**src/sv/gbe_pkg.sv**
```systemverilog
`timescale 1ns / 1ps
// ============================================================================
// gbe_pkg
// Shared types and constants for the gap buffer line editor.
// ============================================================================
package gbe_pkg;

  localparam int CAPACITY_DEF = 256;

  localparam int FUNC_W = 2;
  localparam int POS_W  = 9;
  localparam int CHAR_W = 8;
  localparam int LEN_W  = 9;
  localparam int STAT_W = 2;

  typedef enum logic [FUNC_W-1:0] {
    FN_INSERT    = 2'd0,
    FN_BACKSPACE = 2'd1,
    FN_READ      = 2'd2,
    FN_CLEAR     = 2'd3
  } func_t;

  typedef enum logic [STAT_W-1:0] {
    ST_OK    = 2'd0,
    ST_FULL  = 2'd1,
    ST_RANGE = 2'd2
  } status_t;

  typedef enum logic [2:0] {
    S_IDLE,
    S_EXEC,
    S_MOVE,
    S_COMMIT,
    S_RESP
  } state_t;

  // Commands from the controller to the datapath.
  typedef struct packed {
    logic load;
    logic judge;
    logic rd_issue;
    logic step;
    logic commit;
    logic clear;
    logic respond;
  } cmd_t;

  // Status from the datapath to the controller.
  typedef struct packed {
    func_t func;
    logic  ok;
    logic  need_move;
    logic  at_pos;
  } sts_t;

endpackage

```
**src/sv/gap_buffer_line_editor_top.sv**
```systemverilog
`timescale 1ns / 1ps
// ============================================================================
// gap_buffer_line_editor_top
// One line of text held as a gap buffer, edited by insert, backspace, read
// and clear operations at a logical cursor position.
// ============================================================================
//
// Channel   Ports                                       Transfer
// --------  ------------------------------------------  --------------------------
// input     start, busy, in_func, in_position,          start high while busy low
//           in_char_in
// result    out_valid, out_char_out, out_line_length,   out_valid high, one cycle
//           out_status
//
// An insert or backspace that changes the line keeps busy high while the gap
// moves from the current gap start to the position; the gap moves one
// character per cycle through the single write port of the text memory.
// Every other item, a backspace at position zero included, skips the gap
// move. The result strobe comes in the first cycle with busy low, and a new
// item may be accepted in that same cycle. Reset (synchronous, active low)
// empties the line at once; the text memory itself is not cleared, since
// only written bytes are ever read back.
// The receiver cannot stall, so no result waits.
//
module gap_buffer_line_editor_top #(
  parameter int CAPACITY = gbe_pkg::CAPACITY_DEF
) (
  input  logic                        clk,
  input  logic                        rst_n,
  input  logic                        start,
  output logic                        busy,
  input  logic [gbe_pkg::FUNC_W-1:0]  in_func,
  input  logic [gbe_pkg::POS_W-1:0]   in_position,
  input  logic [gbe_pkg::CHAR_W-1:0]  in_char_in,
  output logic                        out_valid,
  output logic [gbe_pkg::CHAR_W-1:0]  out_char_out,
  output logic [gbe_pkg::LEN_W-1:0]   out_line_length,
  output logic [gbe_pkg::STAT_W-1:0]  out_status
);
  import gbe_pkg::*;

  // The controller only sequences; all state of the line lives in the datapath.
  cmd_t cmd;
  sts_t sts;

  gbe_ctrl u_ctrl (
    .clk   (clk),
    .rst_n (rst_n),
    .start (start),
    .busy  (busy),
    .sts   (sts),
    .cmd   (cmd)
  );

  // The datapath captures the item when it is accepted, judges it against the
  // line length, walks the gap, commits the edit and registers the result.
  gbe_dpath #(
    .CAPACITY (CAPACITY)
  ) u_dpath (
    .clk             (clk),
    .rst_n           (rst_n),
    .cmd             (cmd),
    .sts             (sts),
    .in_func         (in_func),
    .in_position     (in_position),
    .in_char_in      (in_char_in),
    .out_valid       (out_valid),
    .out_char_out    (out_char_out),
    .out_line_length (out_line_length),
    .out_status      (out_status)
  );

endmodule

```
**src/sv/gbe_ctrl.sv**
```systemverilog
`timescale 1ns / 1ps
// ============================================================================
// gbe_ctrl
// Controller state machine: sequences decode, gap moves, commit and response.
// ============================================================================
module gbe_ctrl (
  input  logic          clk,
  input  logic          rst_n,
  input  logic          start,
  output logic          busy,
  input  gbe_pkg::sts_t sts,
  output gbe_pkg::cmd_t cmd
);
  import gbe_pkg::*;

  state_t state_r;
  state_t state_nxt;

  always_ff @(posedge clk) begin
    if (!rst_n) begin
      state_r <= S_IDLE;
    end else begin
      state_r <= state_nxt;
    end
  end

  always_comb begin
    state_nxt = state_r;
    cmd       = '0;
    unique case (state_r)
      S_IDLE: begin
        if (start) begin
          cmd.load  = 1'b1;
          state_nxt = S_EXEC;
        end
      end
      S_EXEC: begin
        cmd.judge = 1'b1;
        if (sts.func == FN_CLEAR) begin
          cmd.clear = 1'b1;
        end
        if (sts.func == FN_READ && sts.ok) begin
          cmd.rd_issue = 1'b1;
        end
        state_nxt = sts.need_move ? S_MOVE : S_RESP;
      end
      S_MOVE: begin
        // The cycle that finds the gap in place also drains the last copy.
        if (sts.at_pos) begin
          state_nxt = S_COMMIT;
        end else begin
          cmd.step = 1'b1;
        end
      end
      S_COMMIT: begin
        cmd.commit = 1'b1;
        state_nxt  = S_RESP;
      end
      S_RESP: begin
        cmd.respond = 1'b1;
        state_nxt   = S_IDLE;
      end
      default: begin
        state_nxt = S_IDLE;
      end
    endcase
  end

  assign busy = (state_r != S_IDLE);

endmodule

```
**src/sv/gbe_dpath.sv**
```systemverilog
`timescale 1ns / 1ps
// ============================================================================
// gbe_dpath
// Datapath: item registers, gap pointers, text memory and result registers.
// ============================================================================
module gbe_dpath #(
  parameter int CAPACITY = gbe_pkg::CAPACITY_DEF
) (
  input  logic                        clk,
  input  logic                        rst_n,
  input  gbe_pkg::cmd_t               cmd,
  output gbe_pkg::sts_t               sts,
  input  logic [gbe_pkg::FUNC_W-1:0]  in_func,
  input  logic [gbe_pkg::POS_W-1:0]   in_position,
  input  logic [gbe_pkg::CHAR_W-1:0]  in_char_in,
  output logic                        out_valid,
  output logic [gbe_pkg::CHAR_W-1:0]  out_char_out,
  output logic [gbe_pkg::LEN_W-1:0]   out_line_length,
  output logic [gbe_pkg::STAT_W-1:0]  out_status
);
  import gbe_pkg::*;

  localparam int CW = $clog2(CAPACITY + 1);
  localparam int AW = $clog2(CAPACITY);
  localparam int LW = (CW > POS_W) ? CW : POS_W;

  // Item registers.
  func_t             func_r;
  logic [POS_W-1:0]  pos_r;
  logic [CHAR_W-1:0] char_r;
  status_t           stat_r;
  status_t           stat_nxt;

  // Gap pointers.
  logic [CW-1:0] gs_r;
  logic [CW-1:0] gl_r;
  logic [CW-1:0] len;

  // Text memory and its ports.
  logic [CHAR_W-1:0] mem [CAPACITY];
  logic [CHAR_W-1:0] rd_data_r;
  logic              rd_en;
  logic [AW-1:0]     rd_addr;
  logic              wr_en;
  logic [AW-1:0]     wr_addr;
  logic [CHAR_W-1:0] wr_data;
  logic              mv_pend_r;
  logic [AW-1:0]     mv_waddr_r;
  logic [AW-1:0]     step_waddr;

  // Result registers.
  logic              out_valid_r;
  logic [CHAR_W-1:0] out_char_r;
  logic [LEN_W-1:0]  out_len_r;
  status_t           out_stat_r;

  logic [LW-1:0] pos_x;
  logic [LW-1:0] len_x;
  logic [LW-1:0] gs_x;
  logic [LW-1:0] gl_x;
  logic          gt_len;
  logic          ge_len;
  logic          go_left;

  assign len     = CW'(CAPACITY) - gl_r;
  assign pos_x   = LW'(pos_r);
  assign len_x   = LW'(len);
  assign gs_x    = LW'(gs_r);
  assign gl_x    = LW'(gl_r);
  assign gt_len  = (pos_x > len_x);
  assign ge_len  = (pos_x >= len_x);
  assign go_left = (pos_x < gs_x);

  always_comb begin
    stat_nxt = ST_OK;
    unique case (func_r)
      FN_INSERT: begin
        if (gt_len) begin
          stat_nxt = ST_RANGE;
        end else if (gl_r == '0) begin
          stat_nxt = ST_FULL;
        end
      end
      FN_BACKSPACE: begin
        if (pos_r != '0 && gt_len) begin
          stat_nxt = ST_RANGE;
        end
      end
      FN_READ: begin
        if (ge_len) begin
          stat_nxt = ST_RANGE;
        end
      end
      default: begin
        stat_nxt = ST_OK;
      end
    endcase
  end

  always_comb begin
    sts.func      = func_r;
    sts.ok        = (stat_nxt == ST_OK);
    sts.need_move = (stat_nxt == ST_OK) &&
                    ((func_r == FN_INSERT) ||
                     (func_r == FN_BACKSPACE && pos_r != '0));
    sts.at_pos    = (pos_x == gs_x);
  end

  // A left step copies the byte before the gap to the gap's top end; a right
  // step copies the byte after the gap to the gap's bottom end.
  assign step_waddr = go_left ? AW'(gs_r + gl_r - 1'b1) : AW'(gs_r);

  always_comb begin
    rd_en = cmd.step | cmd.rd_issue;
    if (cmd.step) begin
      rd_addr = go_left ? AW'(gs_r - 1'b1) : AW'(gs_r + gl_r);
    end else begin
      rd_addr = go_left ? AW'(pos_x) : AW'(pos_x + gl_x);
    end
    wr_en   = mv_pend_r | (cmd.commit && func_r == FN_INSERT);
    wr_addr = mv_pend_r ? mv_waddr_r : AW'(gs_r);
    wr_data = mv_pend_r ? rd_data_r : char_r;
  end

  always_ff @(posedge clk) begin
    if (wr_en) begin
      mem[wr_addr] <= wr_data;
    end
    if (rd_en) begin
      rd_data_r <= mem[rd_addr];
    end
  end

  always_ff @(posedge clk) begin
    if (!rst_n) begin
      gs_r        <= '0;
      gl_r        <= CW'(CAPACITY);
      mv_pend_r   <= 1'b0;
      out_valid_r <= 1'b0;
    end else begin
      mv_pend_r   <= cmd.step;
      out_valid_r <= cmd.respond;
      if (cmd.clear) begin
        gs_r <= '0;
        gl_r <= CW'(CAPACITY);
      end else if (cmd.step) begin
        gs_r <= go_left ? gs_r - 1'b1 : gs_r + 1'b1;
      end else if (cmd.commit) begin
        if (func_r == FN_INSERT) begin
          gs_r <= gs_r + 1'b1;
          gl_r <= gl_r - 1'b1;
        end else begin
          gs_r <= gs_r - 1'b1;
          gl_r <= gl_r + 1'b1;
        end
      end
    end
  end

  always_ff @(posedge clk) begin
    if (cmd.step) begin
      mv_waddr_r <= step_waddr;
    end
    if (cmd.load) begin
      func_r <= func_t'(in_func);
      pos_r  <= in_position;
      char_r <= in_char_in;
    end
    if (cmd.judge) begin
      stat_r <= stat_nxt;
    end
    if (cmd.respond) begin
      out_char_r <= (func_r == FN_READ && stat_r == ST_OK) ? rd_data_r : '0;
      out_len_r  <= LEN_W'(len);
      out_stat_r <= stat_r;
    end
  end

  assign out_valid       = out_valid_r;
  assign out_char_out    = out_char_r;
  assign out_line_length = out_len_r;
  assign out_status      = out_stat_r;

endmodule

```
**config.mk**
```make
export PLATFORM = sky130hd
export DESIGN_NAME = gap_buffer_line_editor_top
export DESIGN_NICKNAME = d
export VERILOG_FILES = /design/src/sv/gbe_pkg.sv /design/src/sv/gap_buffer_line_editor_top.sv /design/src/sv/gbe_ctrl.sv /design/src/sv/gbe_dpath.sv
export SDC_FILE = /design/constraint.sdc
export NUM_CORES = 2
export LEC_CHECK = 0
export BUFFER_PORTS_ARGS = -buffer_cell sky130_fd_sc_hd__buf_2
export CAP_MARGIN = 20
export CORE_ASPECT_RATIO = 0.75
export CORE_MARGIN = 2
export CORE_UTILIZATION = 53
export DETAILED_ROUTE_END_ITERATION = 8
export MAX_ROUTING_LAYER = met4
export PLACE_DENSITY = 0.77
export SLEW_MARGIN = 20
export SYNTH_ARGS = -nofsm -noshare
export SYNTH_HDL_FRONTEND = slang
export SYNTH_SLANG_ARGS = --single-unit
```
**constraint.sdc**
```tcl
create_clock -name clk -period 13.5 [get_ports clk]
set_input_delay 0 -clock clk [delete_from_list [all_inputs] [get_ports clk]]
set_output_delay 0 -clock clk [all_outputs]
set_load 0.01 [all_outputs]
```
==> results.tsv <==
metric	value	unit
status	finished, final reports clean	
PwrDens	150.6	mW/mm^2
Setup Crit Path Kind	reg -> reg	
CTS max path bufs	3	
flop2flop setup slack	6.06	ns
fin cells	6499	
CTS resizes	0	
Final ANT Viol Nets	0	
most frequent cells in the layout	edfxtp_1, mux4_2, nor2_1	
Yosys cell types	69	
number of remaining DRC errors	0	
setup_tns	0	ns
dpl ws	6.217	ns
post-placement cell count	6105	
Starting Density	53.36	%
Tmin final	7.441	ns
dpl hpwl	119400	um
largest net degree at the start of global routing	162	
first-pass iteration count of the detailed router	8	
achievable frequency	134.4	MHz
post-layout util	58.99	%
top_reg_cell synth	edfxtp_1	
CP peak stage delay	0.89	ns
Max-cap violations	0	
total CTS buffers	181	
Register Area	0.06364	mm^2
via count	43390	
RSZ-0062 raised after global routing	no	
sequential area share after synthesis	75.88	%
drt wl/cell	32.03	um
H-Tree Depth	4	
Final period util	55.12	%
fin worst setup slack	6.059	ns
crit end category	flip-flop	
die area	0.1615	mm^2
chip width	463.4	um
Reg2Reg Depth	15	
ratio of routed vias to standard cells	6.676	
first-pass GRT wire length	300800	um
num rows	126	
max-slew violations	0	
Crit path top cell by count	buf_4	
worst skew pair latency	0.84	ns
Starting DRT DRC Count	7404	
startpoint types	flip-flop	
synthesis-stage register bit count	2127	
die height	348.5	um
GR Util All Layers	26.51	%
Slew Limit Headroom	12.51	%
Area Growth Syn to Fin	10.55	%
Post-synth EDFFs	2104	
syn nets	4182	
grt total ovfl	0	
synth warn	0	
root buf cell	clkbuf_16	
io pins	43	
input/output buffers	42	
average cell area after synthesis	20.39	um^2
Hold Path Cell Cnt	3	
Fill cells	10760	
initial antenna violation count	8	
final net count	4290	
Setup Viol. Count Final	0	
Worst EP arrival	7.98	ns
worst-margin pin slew	1.308	ns
leak pwr	28.74	nW
layout cell share with drive strength beyond 1	20.91	%
Clock Skew	0.03106	ns
Hold Vio Cnt, Final	0	
crit path max fanout	155	
clock slew at reported path FFs	0.07	ns
Post-CTS Setup Inserts	0	
cts-stage hold buffer count	41	
CP max stage cell	nor4_1	
worst path cell trace	inv_1 > ha_1 > and4_4 > and3b_1 > a211o_1 > mux2i_4 > buf_4 > buf_12 > buf_4 > mux4_2 > a22oi_1 > a21boi_1 > nor4_1 > nand3_1 > nand4b_1	
multi-input logic area	0.01915	mm^2
drt total wl	208100	um
most common cell after layout, fill and taps aside	edfxtp_1	
clock sinks	2127	
Hold Path Class	in -> reg	
Mapped Cells	4113	
Core Area	0.1572	mm^2
Async SR Flop Fraction	0	%
TritonCTS clock tree	built	
Critical Path RT	14.04	ns
Peak supply drop	0.0001506	V
routability cong.	0.9113	
vias in the first global route	42040	
mapped cell area	0.08387	mm^2
==> synthesized netlist by cell type, types with 4 or more instances <==
| master | instances | area share, % |
|---|---|---|
| nand2_1 | 140 | 0.63 |
| nor3_1 | 13 | 0.078 |
| nor2b_1 | 8 | 0.060 |
| o211ai_1 | 5 | 0.045 |
| nand3_1 | 20 | 0.12 |
| mux4_2 | 501 | 13 |
| xnor2_1 | 30 | 0.31 |
| dfxtp_1 | 23 | 0.55 |
| nand4b_1 | 6 | 0.063 |
| a21boi_0 | 7 | 0.063 |
| o21bai_1 | 5 | 0.045 |
| nor3b_1 | 6 | 0.054 |
| xor2_1 | 7 | 0.073 |
| a211oi_1 | 10 | 0.090 |
| nor4_1 | 19 | 0.14 |
| buf_4 | 26 | 0.23 |
| buf_6 | 22 | 0.30 |
| edfxtp_1 | 2104 | 75 |
| o21a_1 | 8 | 0.072 |
| o2111ai_1 | 4 | 0.042 |
| a21o_1 | 6 | 0.054 |
| and3_1 | 4 | 0.030 |
| buf_2 | 73 | 0.44 |
| inv_1 | 41 | 0.18 |
| ha_1 | 44 | 0.66 |
| a22o_1 | 8 | 0.084 |
| a22oi_1 | 272 | 2.4 |
| o31ai_1 | 4 | 0.036 |
| or3_1 | 7 | 0.052 |
| mux2i_1 | 31 | 0.37 |
| nand2b_1 | 10 | 0.075 |
| mux2_2 | 16 | 0.21 |
| and2_1 | 12 | 0.090 |
| nand4_1 | 8 | 0.060 |
| o21ai_1 | 4 | 0.024 |
| a21boi_1 | 45 | 0.40 |
| a21oi_1 | 37 | 0.22 |
| nor2_1 | 333 | 1.5 |
| o32ai_1 | 7 | 0.073 |
| clkbuf_1 | 102 | 0.46 |
| o21ai_0 | 34 | 0.20 |
==> registers in the layout, summed over array words and instances, names as in the netlist, 2 cells and up <==
register                 flops
u_dpath.gs_r                 9
u_dpath.mem               2048
u_dpath.gl_r                 9
u_dpath.pos_r                9
u_ctrl.state_r               3
u_dpath.out_line_length      9
u_dpath.rd_data_r            8
u_dpath.out_char_out         8
u_dpath.mv_waddr_r           8
u_dpath.func_r               2
u_dpath.out_status           2
u_dpath.char_r               8
u_dpath.stat_r               2
==> per-layer routing <==
metal | wire [um] | GRT usage, % | up-vias
li1 | - | - | 17280
met1 | 81310 | 38.83 | 22600
met2 | 91260 | 35.78 | 3140
met3 | 29890 | 8.449 | 365
met4 | 5677 | 7.783 | 0
met5 | 0 | - | -
==> per-stage QoR <==
| step | cell area, um^2 | hold slack (ns) | power (mW) |
|---|---|---|---|
| 2_1_floorplan | 83870 | 0.09887 | 8.421 |
| 3_3_place_gp | 86280 | 0.1768 | 8.827 |
| 3_5_place_dp | 86360 | 0.1792 | 8.851 |
| 4_1_cts | 92590 | 0.005411 | 13.96 |
| 5_1_grt | 92710 | 0.1063 | 14.30 |
| 6_report | 92720 | 0.08593 | 13.96 |
==> path summary, 6_finish.rpt <==
check / startpoint / end
worst min-delay path: rst_n / u_dpath.mv_pend_r
worst max-delay path: u_dpath.gs_r[6] / u_dpath.rd_data_r[3]
worst min register to register: u_dpath.stat_r[1] / u_dpath.out_status[1]
worst max register to register: u_dpath.gs_r[6] / u_dpath.rd_data_r[3]
==> report_power, final <==
| part | switching (mW) | internal (mW) | total, mW |
|---|---|---|---|
| clock network | 2.35 | 2.87 | 5.21 |
| logic | 0.881 | 0.541 | 1.42 |
| registers | 0.0138 | 7.31 | 7.32 |
==> final cells by class <==
cell class,count,share of cell area [%]
clock inverter,111,1.117
antenna,11,0.02969
clock buffer,227,5.163
inverter,41,0.1660
timing repair buffer,150,1.374
multi-input combinational,1720,20.66
sequential,2127,68.64
tap,2112,2.850
==> worst max-delay path: cells and delay by family (launching register included) <==
kind                       cells  cell delay, ns
AOI/OAI and AO/OA              3            0.94
DFF                            1            0.57
adders and majority gates      1            0.35
muxes                          2            0.81
buffers and inverters          4            2.25
and+or+nand+nor                5            2.08
==> kinds of logic (layout without fill, tap and decap cells) <==
group | Yosys count | after routing | share of synthesized area, %
adder cells (fa/ha/maj) | 47 | 47 | 0.7280
other | 0 | 11 | 0
buffers and inverters | 266 | 529 | 1.613
XOR/XNOR | 37 | 37 | 0.3864
multiplexers | 550 | 550 | 14.09
AO/OA/AOI/OAI | 483 | 483 | 4.190
AND/OR/NAND/NOR | 603 | 603 | 3.113
flip-flops | 2127 | 2127 | 75.88
Power figures use the tool's default switching activity.
